**src/rtl/assert_macros.svh**
```systemverilog
// assertion macros used by the rtl top level
`ifndef ASSERT_MACROS_SVH
`define ASSERT_MACROS_SVH
`ifndef ASSERT_OFF
`define ASSERT_SAME_CYCLE(lbl, clk, rst, pre, post) \
  lbl: assert property (@(posedge clk) disable iff (rst) (pre) |-> (post)) \
    else $error("assertion failed");
`define ASSERT_NEXT_CYCLE(lbl, clk, rst, pre, post) \
  lbl: assert property (@(posedge clk) disable iff (rst) (pre) |=> (post)) \
    else $error("assertion failed");
`else
`define ASSERT_SAME_CYCLE(lbl, clk, rst, pre, post)
`define ASSERT_NEXT_CYCLE(lbl, clk, rst, pre, post)
`endif
`endif

```
**src/rtl/jtfe_pkg.sv**
```systemverilog
// shared types and constants of the token field extractor
`default_nettype none
package jtfe_pkg;

  localparam int LENGTH_BITS = 12;
  localparam int KEY_LEN = 14;
  localparam int KEY_POS_BITS = $clog2(KEY_LEN + 1);
  localparam int QUEUE_DEPTH = 4;
  localparam int QUEUE_PTR_BITS = $clog2(QUEUE_DEPTH);
  localparam int OUT_FIELD_BITS = 8 + 3 + LENGTH_BITS;
  localparam int OUT_DATA_BITS = ((OUT_FIELD_BITS + 7) / 8) * 8;

  localparam logic [LENGTH_BITS-1:0] CAPACITY_RESET = LENGTH_BITS'(127);

  localparam logic [7:0] CH_QUOTE  = 8'h22;
  localparam logic [7:0] CH_COLON  = 8'h3A;
  localparam logic [7:0] CH_SPACE  = 8'h20;
  localparam logic [7:0] CH_TAB    = 8'h09;
  localparam logic [7:0] CH_CR     = 8'h0D;
  localparam logic [7:0] CH_LF     = 8'h0A;
  localparam logic [7:0] CH_BSLASH = 8'h5C;

  localparam logic [7:0] KEY_TEXT [KEY_LEN] = '{
    8'h22, 8'h61, 8'h63, 8'h63, 8'h65, 8'h73, 8'h73,
    8'h5F, 8'h74, 8'h6F, 8'h6B, 8'h65, 8'h6E, 8'h22
  };

  typedef enum logic [2:0] {
    PH_SEEK_KEY,
    PH_SEEK_COLON,
    PH_SKIP_BLANK,
    PH_VALUE,
    PH_CLOSED,
    PH_NO_QUOTE
  } phase_t;

  typedef enum logic [2:0] {
    ST_OK       = 3'd0,
    ST_NO_KEY   = 3'd1,
    ST_NO_COLON = 3'd2,
    ST_NO_QUOTE = 3'd3,
    ST_EMPTY    = 3'd4
  } status_t;

  typedef struct packed {
    logic                   has_byte;
    logic [7:0]             token_byte;
    logic                   has_final;
    status_t                status;
    logic [LENGTH_BITS-1:0] token_length;
  } cmd_t;

endpackage
`default_nettype wire

```
**src/rtl/json_token_field_extractor_top.sv**
```systemverilog
// top level of the json access token field extractor
// takes one text byte per cycle, back to back, as long as the four-entry command
// queue between the scanner and the output stage has room; a text byte gives at
// most one token word and the end word gives the final status word, preceded by a
// withheld backslash when one is pending; results leave through a registered output
// stage
`default_nettype none
module json_token_field_extractor_top (
  input  wire logic                                 clk,
  input  wire logic                                 rst,
  input  wire logic                                 s_tvalid,
  output logic                                      s_tready,
  input  wire logic [7:0]                           s_tdata,  // text_byte
  input  wire logic                                 s_tlast,
  output logic                                      m_tvalid,
  input  wire logic                                 m_tready,
  // token_byte, status, token_length, zero fill
  output logic [jtfe_pkg::OUT_DATA_BITS-1:0]        m_tdata,
  output logic                                      m_tlast,
  input  wire logic                                 cfg_wr_en,
  input  wire logic [jtfe_pkg::LENGTH_BITS-1:0]     cfg_wr_data
);

`include "assert_macros.svh"

  jtfe_pkg::cmd_t push_cmd, head_cmd;
  logic           q_push, q_pop, q_full, q_not_empty;

  jtfe_front u_front (
    .clk         (clk),
    .rst         (rst),
    .s_tvalid    (s_tvalid),
    .s_tready    (s_tready),
    .s_tdata     (s_tdata),
    .s_tlast     (s_tlast),
    .cfg_wr_en   (cfg_wr_en),
    .cfg_wr_data (cfg_wr_data),
    .q_full      (q_full),
    .q_push      (q_push),
    .q_cmd       (push_cmd)
  );

  jtfe_queue u_queue (
    .clk       (clk),
    .rst       (rst),
    .push      (q_push),
    .push_cmd  (push_cmd),
    .pop       (q_pop),
    .head_cmd  (head_cmd),
    .not_empty (q_not_empty),
    .full      (q_full)
  );

  jtfe_back u_back (
    .clk         (clk),
    .rst         (rst),
    .head_cmd    (head_cmd),
    .q_not_empty (q_not_empty),
    .q_pop       (q_pop),
    .m_tvalid    (m_tvalid),
    .m_tready    (m_tready),
    .m_tdata     (m_tdata),
    .m_tlast     (m_tlast)
  );

  `ASSERT_SAME_CYCLE(a_final_status, clk, rst, m_tvalid && m_tlast,
    m_tdata[10:8] <= jtfe_pkg::ST_EMPTY && m_tdata[7:0] == 8'h00)
  `ASSERT_SAME_CYCLE(a_byte_word_clean, clk, rst, m_tvalid && !m_tlast,
    m_tdata[jtfe_pkg::OUT_DATA_BITS-1:8] == '0)
  `ASSERT_NEXT_CYCLE(a_end_queued, clk, rst, s_tvalid && s_tready && s_tlast,
    q_not_empty)
  `ASSERT_SAME_CYCLE(a_pop_needs_entry, clk, rst, q_pop, q_not_empty)

endmodule
`default_nettype wire

```
**src/rtl/jtfe_front.sv**
```systemverilog
// front: accepts text words, runs the key and value scan, issues result commands
`default_nettype none
module jtfe_front (
  input  wire logic                             clk,
  input  wire logic                             rst,
  input  wire logic                             s_tvalid,
  output logic                                  s_tready,
  input  wire logic [7:0]                       s_tdata,
  input  wire logic                             s_tlast,
  input  wire logic                             cfg_wr_en,
  input  wire logic [jtfe_pkg::LENGTH_BITS-1:0] cfg_wr_data,
  input  wire logic                             q_full,
  output logic                                  q_push,
  output jtfe_pkg::cmd_t                        q_cmd
);

  jtfe_pkg::phase_t                    phase, phase_next;
  logic [jtfe_pkg::KEY_POS_BITS-1:0]   key_pos, key_pos_next;
  logic                                esc, esc_next;
  logic [jtfe_pkg::LENGTH_BITS-1:0]    count, count_next;
  logic [jtfe_pkg::LENGTH_BITS-1:0]    capacity;
  logic                                accept;
  logic                                below_cap;
  logic                                key_hit;
  logic [jtfe_pkg::LENGTH_BITS-1:0]    count_inc;
  logic                                blank;

  assign s_tready  = !q_full;
  assign accept    = s_tvalid && s_tready;
  assign below_cap = count < capacity;
  assign count_inc = count + jtfe_pkg::LENGTH_BITS'(1);
  assign key_hit   = (key_pos < jtfe_pkg::KEY_POS_BITS'(jtfe_pkg::KEY_LEN)) &&
                     (s_tdata == jtfe_pkg::KEY_TEXT[key_pos]);
  assign blank     = (s_tdata == jtfe_pkg::CH_SPACE) || (s_tdata == jtfe_pkg::CH_TAB) ||
                     (s_tdata == jtfe_pkg::CH_CR) || (s_tdata == jtfe_pkg::CH_LF);

  // result commands
  always_comb begin
    q_cmd  = '0;
    q_push = 1'b0;
    if (accept) begin
      if (s_tlast) begin
        q_cmd.has_byte   = (phase == jtfe_pkg::PH_VALUE) && esc && below_cap;
        q_cmd.token_byte = q_cmd.has_byte ? jtfe_pkg::CH_BSLASH : 8'h00;
        q_cmd.has_final  = 1'b1;
        q_cmd.token_length = q_cmd.has_byte ? count_inc : count;
        case (phase)
          jtfe_pkg::PH_SEEK_KEY:   q_cmd.status = jtfe_pkg::ST_NO_KEY;
          jtfe_pkg::PH_SEEK_COLON: q_cmd.status = jtfe_pkg::ST_NO_COLON;
          jtfe_pkg::PH_SKIP_BLANK,
          jtfe_pkg::PH_NO_QUOTE:   q_cmd.status = jtfe_pkg::ST_NO_QUOTE;
          default: begin
            q_cmd.status = (q_cmd.token_length != '0) ? jtfe_pkg::ST_OK
                                                      : jtfe_pkg::ST_EMPTY;
          end
        endcase
        q_push = 1'b1;
      end else if (phase == jtfe_pkg::PH_VALUE && below_cap &&
                   (esc || (s_tdata != jtfe_pkg::CH_QUOTE &&
                            s_tdata != jtfe_pkg::CH_BSLASH))) begin
        q_cmd.has_byte   = 1'b1;
        q_cmd.token_byte = s_tdata;
        q_push = 1'b1;
      end
    end
  end

  // scan state
  always_comb begin
    phase_next   = phase;
    key_pos_next = key_pos;
    esc_next     = esc;
    count_next   = count;
    if (accept) begin
      if (s_tlast) begin
        phase_next   = jtfe_pkg::PH_SEEK_KEY;
        key_pos_next = '0;
        esc_next     = 1'b0;
        count_next   = '0;
      end else begin
        case (phase)
          jtfe_pkg::PH_SEEK_KEY: begin
            if (key_hit) begin
              key_pos_next = key_pos + jtfe_pkg::KEY_POS_BITS'(1);
            end else begin
              key_pos_next = (s_tdata == jtfe_pkg::CH_QUOTE) ?
                             jtfe_pkg::KEY_POS_BITS'(1) : '0;
            end
            if (key_pos_next >= jtfe_pkg::KEY_POS_BITS'(jtfe_pkg::KEY_LEN)) begin
              key_pos_next = '0;
              phase_next   = jtfe_pkg::PH_SEEK_COLON;
            end
          end
          jtfe_pkg::PH_SEEK_COLON: begin
            if (s_tdata == jtfe_pkg::CH_COLON) begin
              phase_next = jtfe_pkg::PH_SKIP_BLANK;
            end
          end
          jtfe_pkg::PH_SKIP_BLANK: begin
            if (!blank) begin
              if (s_tdata == jtfe_pkg::CH_QUOTE) begin
                phase_next = below_cap ? jtfe_pkg::PH_VALUE : jtfe_pkg::PH_CLOSED;
              end else begin
                phase_next = jtfe_pkg::PH_NO_QUOTE;
              end
            end
          end
          jtfe_pkg::PH_VALUE: begin
            if (!below_cap) begin
              esc_next   = 1'b0;
              phase_next = jtfe_pkg::PH_CLOSED;
            end else if (esc) begin
              esc_next = 1'b0;
            end else if (s_tdata == jtfe_pkg::CH_QUOTE) begin
              phase_next = jtfe_pkg::PH_CLOSED;
            end else if (s_tdata == jtfe_pkg::CH_BSLASH) begin
              esc_next = 1'b1;
            end
            if (q_cmd.has_byte) begin
              count_next = count_inc;
            end
            if (phase_next == jtfe_pkg::PH_VALUE && !esc_next &&
                count_next >= capacity) begin
              phase_next = jtfe_pkg::PH_CLOSED;
            end
          end
          default: begin
          end
        endcase
      end
    end
  end

  always_ff @(posedge clk) begin
    if (rst) begin
      phase    <= jtfe_pkg::PH_SEEK_KEY;
      key_pos  <= '0;
      esc      <= 1'b0;
      count    <= '0;
      capacity <= jtfe_pkg::CAPACITY_RESET;
    end else begin
      phase   <= phase_next;
      key_pos <= key_pos_next;
      esc     <= esc_next;
      count   <= count_next;
      if (cfg_wr_en) begin
        capacity <= cfg_wr_data;
      end
    end
  end

endmodule
`default_nettype wire

```
**src/rtl/jtfe_queue.sv**
```systemverilog
// short command queue between the front and the back
`default_nettype none
module jtfe_queue (
  input  wire logic           clk,
  input  wire logic           rst,
  input  wire logic           push,
  input  wire jtfe_pkg::cmd_t push_cmd,
  input  wire logic           pop,
  output jtfe_pkg::cmd_t      head_cmd,
  output logic                not_empty,
  output logic                full
);

  jtfe_pkg::cmd_t                       entries [jtfe_pkg::QUEUE_DEPTH];
  logic [jtfe_pkg::QUEUE_PTR_BITS-1:0]  wr_ptr, rd_ptr;
  logic [jtfe_pkg::QUEUE_PTR_BITS:0]    level, level_next;

  assign head_cmd  = entries[rd_ptr];
  assign not_empty = level != '0;
  assign full      = level == (jtfe_pkg::QUEUE_PTR_BITS+1)'(jtfe_pkg::QUEUE_DEPTH);

  always_comb begin
    level_next = level;
    if (push && !pop) begin
      level_next = level + (jtfe_pkg::QUEUE_PTR_BITS+1)'(1);
    end else if (pop && !push) begin
      level_next = level - (jtfe_pkg::QUEUE_PTR_BITS+1)'(1);
    end
  end

  always_ff @(posedge clk) begin
    if (rst) begin
      wr_ptr <= '0;
      rd_ptr <= '0;
      level  <= '0;
    end else begin
      level <= level_next;
      if (push) begin
        wr_ptr <= wr_ptr + jtfe_pkg::QUEUE_PTR_BITS'(1);
      end
      if (pop) begin
        rd_ptr <= rd_ptr + jtfe_pkg::QUEUE_PTR_BITS'(1);
      end
    end
  end

  always_ff @(posedge clk) begin
    if (push) begin
      entries[wr_ptr] <= push_cmd;
    end
  end

endmodule
`default_nettype wire

```
**src/rtl/jtfe_back.sv**
```systemverilog
// back: turns queued commands into result words behind an output register
`default_nettype none
module jtfe_back (
  input  wire logic                                 clk,
  input  wire logic                                 rst,
  input  wire jtfe_pkg::cmd_t                       head_cmd,
  input  wire logic                                 q_not_empty,
  output logic                                      q_pop,
  output logic                                      m_tvalid,
  input  wire logic                                 m_tready,
  output logic [jtfe_pkg::OUT_DATA_BITS-1:0]        m_tdata,
  output logic                                      m_tlast
);

  logic                                  byte_done, byte_done_next;
  logic                                  load;
  logic                                  send_byte;
  logic [jtfe_pkg::OUT_DATA_BITS-1:0]    data_next;

  assign load      = !m_tvalid || m_tready;
  assign send_byte = head_cmd.has_byte && !byte_done;

  always_comb begin
    q_pop          = 1'b0;
    byte_done_next = byte_done;
    data_next      = '0;
    if (load && q_not_empty) begin
      if (send_byte) begin
        data_next = jtfe_pkg::OUT_DATA_BITS'(head_cmd.token_byte);
        if (head_cmd.has_final) begin
          byte_done_next = 1'b1;
        end else begin
          q_pop = 1'b1;
        end
      end else begin
        data_next = jtfe_pkg::OUT_DATA_BITS'({head_cmd.token_length, head_cmd.status,
                                              8'h00});
        byte_done_next = 1'b0;
        q_pop = 1'b1;
      end
    end
  end

  always_ff @(posedge clk) begin
    if (rst) begin
      m_tvalid  <= 1'b0;
      byte_done <= 1'b0;
    end else begin
      byte_done <= byte_done_next;
      if (load) begin
        m_tvalid <= q_not_empty;
      end
    end
  end

  always_ff @(posedge clk) begin
    if (load && q_not_empty) begin
      m_tdata <= data_next;
      m_tlast <= !send_byte;
    end
  end

endmodule
`default_nettype wire
```
**config.mk**
```make
export PLATFORM = sky130hd
export DESIGN_NAME = json_token_field_extractor_top
export DESIGN_NICKNAME = d
export VERILOG_FILES = /design/src/rtl/jtfe_pkg.sv /design/src/rtl/json_token_field_extractor_top.sv /design/src/rtl/jtfe_front.sv /design/src/rtl/jtfe_queue.sv /design/src/rtl/jtfe_back.sv
export VERILOG_INCLUDE_DIRS = /design/src /design/src/rtl
export SDC_FILE = /design/constraint.sdc
export NUM_CORES = 1
export LEC_CHECK = 0
export BUFFER_PORTS_ARGS = -buffer_cell sky130_fd_sc_hd__clkbuf_2
export CAP_MARGIN = 5
export CORE_MARGIN = 10
export CORE_UTILIZATION = 29
export DETAILED_ROUTE_END_ITERATION = 8
export GPL_ROUTABILITY_DRIVEN = 0
export MAX_ROUTING_LAYER = met4
export PLACE_DENSITY_LB_ADDON = 0.08
export SLEW_MARGIN = 25
export SYNTH_ARGS = -nofsm -noshare
export SYNTH_HDL_FRONTEND = slang
export SYNTH_SLANG_ARGS = --single-unit
```
**constraint.sdc**
```tcl
create_clock -name clk -period 6.6 [get_ports clk]
set_input_delay 1.65 -clock clk [delete_from_list [all_inputs] [get_ports clk]]
set_output_delay 1.65 -clock clk [all_outputs]
set_load 0.02 [all_outputs]
```
==> impl_metrics.xml <==
<?xml version="1.0" encoding="UTF-8"?>
<metrics>
  <group name="synthesis">
    <metric name="yosysUniqueCellTypes" unit="">74</metric>
    <metric name="synthesis.instances" unit="">722</metric>
    <metric name="yosysTopAreaCell" unit="">sky130_fd_sc_hd__edfxtp_1</metric>
    <metric name="syn_area" unit="um2">8530</metric>
    <metric name="post_synth_main_area_contributors" unit="">sky130_fd_sc_hd__edfxtp_1 (44%), sky130_fd_sc_hd__dfxtp_1 (10%), sky130_fd_sc_hd__mux4_2 (6.6%)</metric>
    <metric name="commonest_cells_post_synth" unit="">sky130_fd_sc_hd__edfxtp_1 (124), sky130_fd_sc_hd__nand2_1 (61), sky130_fd_sc_hd__nor2_1 (58)</metric>
    <metric name="yosysWarningCount" unit="">0</metric>
    <metric name="seq_cells_post_synth" unit="">167</metric>
    <metric name="synth.net_count" unit="">785</metric>
    <metric name="seq_area_frac_synth" unit="">0.538</metric>
    <metric name="synthDominantCellAreaShare" unit="">0.437</metric>
    <metric name="synth_area_per_cell" unit="um2">11.8</metric>
    <metric name="yosysMostFrequentCell" unit="">sky130_fd_sc_hd__edfxtp_1</metric>
    <metric name="postSynth.topFlopCell" unit="">sky130_fd_sc_hd__edfxtp_1</metric>
    <metric name="synthArstFlopShare" unit="">0</metric>
    <metric name="synth_enable_flop_cells" unit="">124</metric>
  </group>
  <group name="floorplanning">
    <metric name="io_pins" unit="">53</metric>
    <metric name="die-width" unit="um">191</metric>
    <metric name="core_area" unit="um2">28900</metric>
    <metric name="initial_cell_density_of_the_core" unit="">0.295</metric>
    <metric name="placement_rows" unit="">62</metric>
    <metric name="die_h" unit="um">191</metric>
    <metric name="floorplan.die_area" unit="um2">36700</metric>
  </group>
  <group name="grt">
    <metric name="initial_antenna_violation_count" unit="">0</metric>
    <metric name="grt_util_met1" unit="">0.151</metric>
    <metric name="grt_pass1_vias" unit="">5717</metric>
    <metric name="overflow" unit="">0</metric>
    <metric name="globalRouteMet3Util" unit="">0.0226</metric>
    <metric name="grt.busiest_layer" unit="">met2</metric>
    <metric name="use_met2" unit="">0.199</metric>
    <metric name="grt_pass1_wl" unit="um">33300</metric>
    <metric name="grt_start_max_net_pins" unit="">29</metric>
    <metric name="grt_util_all_layers" unit="">0.121</metric>
  </group>
  <group name="worst_setup_path">
    <metric name="critical_path.n_buffers_inverters" unit="">2</metric>
    <metric name="critPathKind" unit="">in -&gt; reg</metric>
    <metric name="path_delay_family" unit="">compound AO/OA/AOI/OAI gates</metric>
    <metric name="endpoint_kind" unit="">flop</metric>
    <metric name="worst_endpoint_required_time" unit="ns">6.93</metric>
    <metric name="path_depth" unit="">16</metric>
    <metric name="crit_path_cell_trace" unit="">clkbuf_2 -&gt; or3b_1 -&gt; o41ai_1 -&gt; or2_4 -&gt; nor4_4 -&gt; a21oi_4 -&gt; inv_2 -&gt; xnor2_1 -&gt; ha_1 -&gt; nand2b_1 -&gt; a2111oi_0 -&gt; or4_1 -&gt; a31oi_1 -&gt; nor3_1 -&gt; nand2_1 -&gt; a22o_1</metric>
    <metric name="reg2reg_depth" unit="">16</metric>
    <metric name="timing.critical_path.fanout_max" unit="">16</metric>
    <metric name="worstSetupStartpointType" unit="">input pin</metric>
    <metric name="critical_path_arrival" unit="ns">5.60</metric>
    <metric name="critPathMaxStageDelay" unit="ns">0.46</metric>
    <metric name="slowest_stage" unit="">sky130_fd_sc_hd__o41ai_1</metric>
  </group>
  <group name="clock_tree">
    <metric name="clock_buffers_created_by_tritoncts" unit="">17</metric>
    <metric name="cts_htree_levels" unit="">4</metric>
    <metric name="cts.clk_slew.worst_paths" unit="ns">0.07</metric>
    <metric name="clock_tree_from_tritoncts" unit="">built</metric>
    <metric name="cts_root_buffer_type" unit="">sky130_fd_sc_hd__clkbuf_16</metric>
    <metric name="worst_skew_pair_latency" unit="ns">0.44</metric>
    <metric name="total_of_cells_resized_after_clock_tree_synthesis" unit="">0</metric>
    <metric name="cts_hold_buffers" unit="">0</metric>
    <metric name="max-clock-path-buffers" unit="">2</metric>
    <metric name="tritoncts_num_sinks" unit="">167</metric>
    <metric name="post-cts-setup-buffers" unit="">0</metric>
  </group>
  <group name="timing">
    <metric name="final_min_period_over_clock_period" unit="">0.799</metric>
    <metric name="max_freq" unit="MHz">190</metric>
    <metric name="setup_violations" unit="">0</metric>
    <metric name="final.setup.tns" unit="ns">0</metric>
    <metric name="final_period_minus_worst_setup_slack" unit="ns">5.28</metric>
    <metric name="final-hold-violation-count" unit="">0</metric>
    <metric name="relSlewSlack" unit="">0.493</metric>
    <metric name="postLayoutSetupSlackWorst" unit="ns">1.32</metric>
    <metric name="final-max-slew-violation-count" unit="">0</metric>
    <metric name="tightestPinTransition" unit="ns">0.761</metric>
    <metric name="clock_skew" unit="ns">0.0179</metric>
    <metric name="rsz0062_at_grt" unit="">no</metric>
  </group>
  <group name="route">
    <metric name="dr_total_vias" unit="">5574</metric>
    <metric name="drt_pass1_iterations" unit="">5</metric>
    <metric name="antenna_violating_nets_post_route" unit="">0</metric>
    <metric name="drtIter0Drc" unit="">314</metric>
    <metric name="drc_errors" unit="">0</metric>
    <metric name="routed_wirelength" unit="um">21300</metric>
    <metric name="post_drt_wl_per_cell" unit="um">18.6</metric>
    <metric name="drt-vias-per-instance" unit="">4.87</metric>
  </group>
  <group name="worst_hold_path">
    <metric name="holdCritPathClass" unit="">reg -&gt; reg</metric>
    <metric name="worstHoldPathCells" unit="">2</metric>
  </group>
  <group name="layout">
    <metric name="fillCellCount" unit="">2928</metric>
    <metric name="ff_latch_area" unit="um2">4590</metric>
    <metric name="layout-drive-gt1-share" unit="">0.189</metric>
    <metric name="layout.cells.non_filler" unit="">1145</metric>
    <metric name="finish.utilization" unit="">0.335</metric>
    <metric name="design_area" unit="um2">9670</metric>
    <metric name="total_area_of_multi_input_combinational_cells" unit="um2">3630</metric>
    <metric name="area_delta_synth_final" unit="%">13.4</metric>
    <metric name="final_nets" unit="">811</metric>
    <metric name="diodes" unit="">0</metric>
  </group>
  <group name="placement">
    <metric name="placed_area" unit="um2">9080</metric>
    <metric name="placement.io_buffers" unit="">51</metric>
    <metric name="dp_hpwl" unit="um">14400</metric>
    <metric name="placement.setup.worst_slack" unit="ns">0.931</metric>
    <metric name="place.detailed.instances" unit="">1113</metric>
  </group>
  <group name="pwr">
    <metric name="p_leak" unit="nW">3.46</metric>
    <metric name="power_density" unit="nW/um2">309</metric>
    <metric name="worst_ir_drop_vdd" unit="V">0.000213</metric>
  </group>
  <group name="outcome">
    <metric name="outcome" unit="">finished clean</metric>
  </group>
  <group name="flow_run">
    <metric name="maxCapViolCount" unit="">0</metric>
  </group>
</metrics>
-- stage by stage --
stage                     power [mW]  hold slack [ns]
after global placement          2.03            0.466
after detailed placement        2.05            0.484
after CTS                       3.04            0.502
after floorplan                 1.81            0.460
final                           2.98            0.495
after global routing            3.14            0.525
-- path summary, 6_finish.rpt --
path | startpoint | to | slack [ns]
worst min register to register | u_front.capacity[8] | u_front.capacity[8] | 0.49
worst max register to register | u_front.count[10] | u_front.phase[2] | 1.79
worst max-delay path | s_tdata[3] | u_front.phase[2] | 1.32
worst min-delay path | u_front.capacity[8] | u_front.capacity[8] | 0.49
-- flip-flops by register name, indices dropped and copies added (netlist names), named ones only --
register,count
u_front.capacity,12
u_front.phase,3
u_back.m_tvalid,1
u_front.count,12
u_queue.wr_ptr,2
u_queue.level,3
u_front.esc,1
u_front.key_pos,4
u_queue.entries,100
u_queue.rd_ptr,2
u_back.m_tdata,23
u_back.m_tlast,1
u_back.byte_done,1
-- cell usage in the layout, fill, tap and decap left out, drive strengths merged, types with 3 or more instances in the layout --
| master | netlist | layout |
|---|---|---|
| a211oi | 3 | 3 |
| a21oi | 31 | 31 |
| a31oi | 7 | 7 |
| and2 | 19 | 19 |
| and3 | 8 | 8 |
| and4 | 4 | 4 |
| buf | 22 | 4 |
| clkbuf | 26 | 68 |
| clkinv | 0 | 7 |
| dfxtp | 43 | 43 |
| edfxtp | 124 | 124 |
| ha | 36 | 36 |
| inv | 28 | 36 |
| mux2i | 8 | 8 |
| mux4 | 25 | 25 |
| nand2 | 61 | 61 |
| nand2b | 9 | 9 |
| nand3 | 22 | 22 |
| nand3b | 3 | 3 |
| nand4 | 4 | 4 |
| nand4b | 3 | 3 |
| nor2 | 58 | 58 |
| nor2b | 20 | 20 |
| nor3 | 13 | 13 |
| nor3b | 4 | 4 |
| nor4 | 8 | 8 |
| o211ai | 14 | 14 |
| o21ai | 19 | 19 |
| or2 | 3 | 3 |
| or3 | 10 | 10 |
| or3b | 4 | 4 |
| or4 | 11 | 11 |
| xnor2 | 26 | 26 |
| xor2 | 13 | 13 |
-- layer usage --
layer	wire length [um]	part of all wire
met1	10100	0.47
met2	10400	0.49
met3	615	0.029
met4	223	0.010
met5	0	0
-- where the power goes --
part	leakage [nW]	internal, mW	switching [mW]
clock	0.287	0.507	0.486
sequential	1.57	1.29	0.0730
combinational	1.60	0.247	0.376
-- cell type report --
type,count,share of cell area
clock buffer,17,0.0440
clock inverter,15,0.0162
inverter,28,0.0109
multi-input combinational,479,0.375
sequential,167,0.475
tap,384,0.0497
timing repair buffer,55,0.0295
-- kinds of logic after synthesis --
| logic type | Yosys count | synth area share |
|---|---|---|
| xor gates and xnor gates | 39 | 0.0401 |
| and+or+nand+nor | 268 | 0.170 |
| muxes | 34 | 0.0772 |
| adders and majority gates | 37 | 0.0552 |
| buffers and inverters | 76 | 0.0386 |
| AOI/OAI and AO/OA | 100 | 0.0813 |
| DFF | 167 | 0.538 |
| other | 1 | 0.000440 |
-- worst register-to-register path: stages (launching register included) --
cell and delay, ns:
sky130_fd_sc_hd__dfxtp_1 0.62, sky130_fd_sc_hd__ha_1 0.22, sky130_fd_sc_hd__nand4_1 0.16, sky130_fd_sc_hd__nor4_1 0.64, sky130_fd_sc_hd__o31a_4 0.34, sky130_fd_sc_hd__nor2_2 0.16
sky130_fd_sc_hd__a21oi_4 0.43, sky130_fd_sc_hd__inv_2 0.20, sky130_fd_sc_hd__xnor2_1 0.17, sky130_fd_sc_hd__ha_1 0.29, sky130_fd_sc_hd__nand2b_1 0.14, sky130_fd_sc_hd__a2111oi_0 0.45
sky130_fd_sc_hd__or4_1 0.22, sky130_fd_sc_hd__a31oi_1 0.09, sky130_fd_sc_hd__nor3_1 0.29, sky130_fd_sc_hd__nand2_1 0.10, sky130_fd_sc_hd__a22o_1 0.20
No activity file was read; power rests on OpenSTA's default activity.
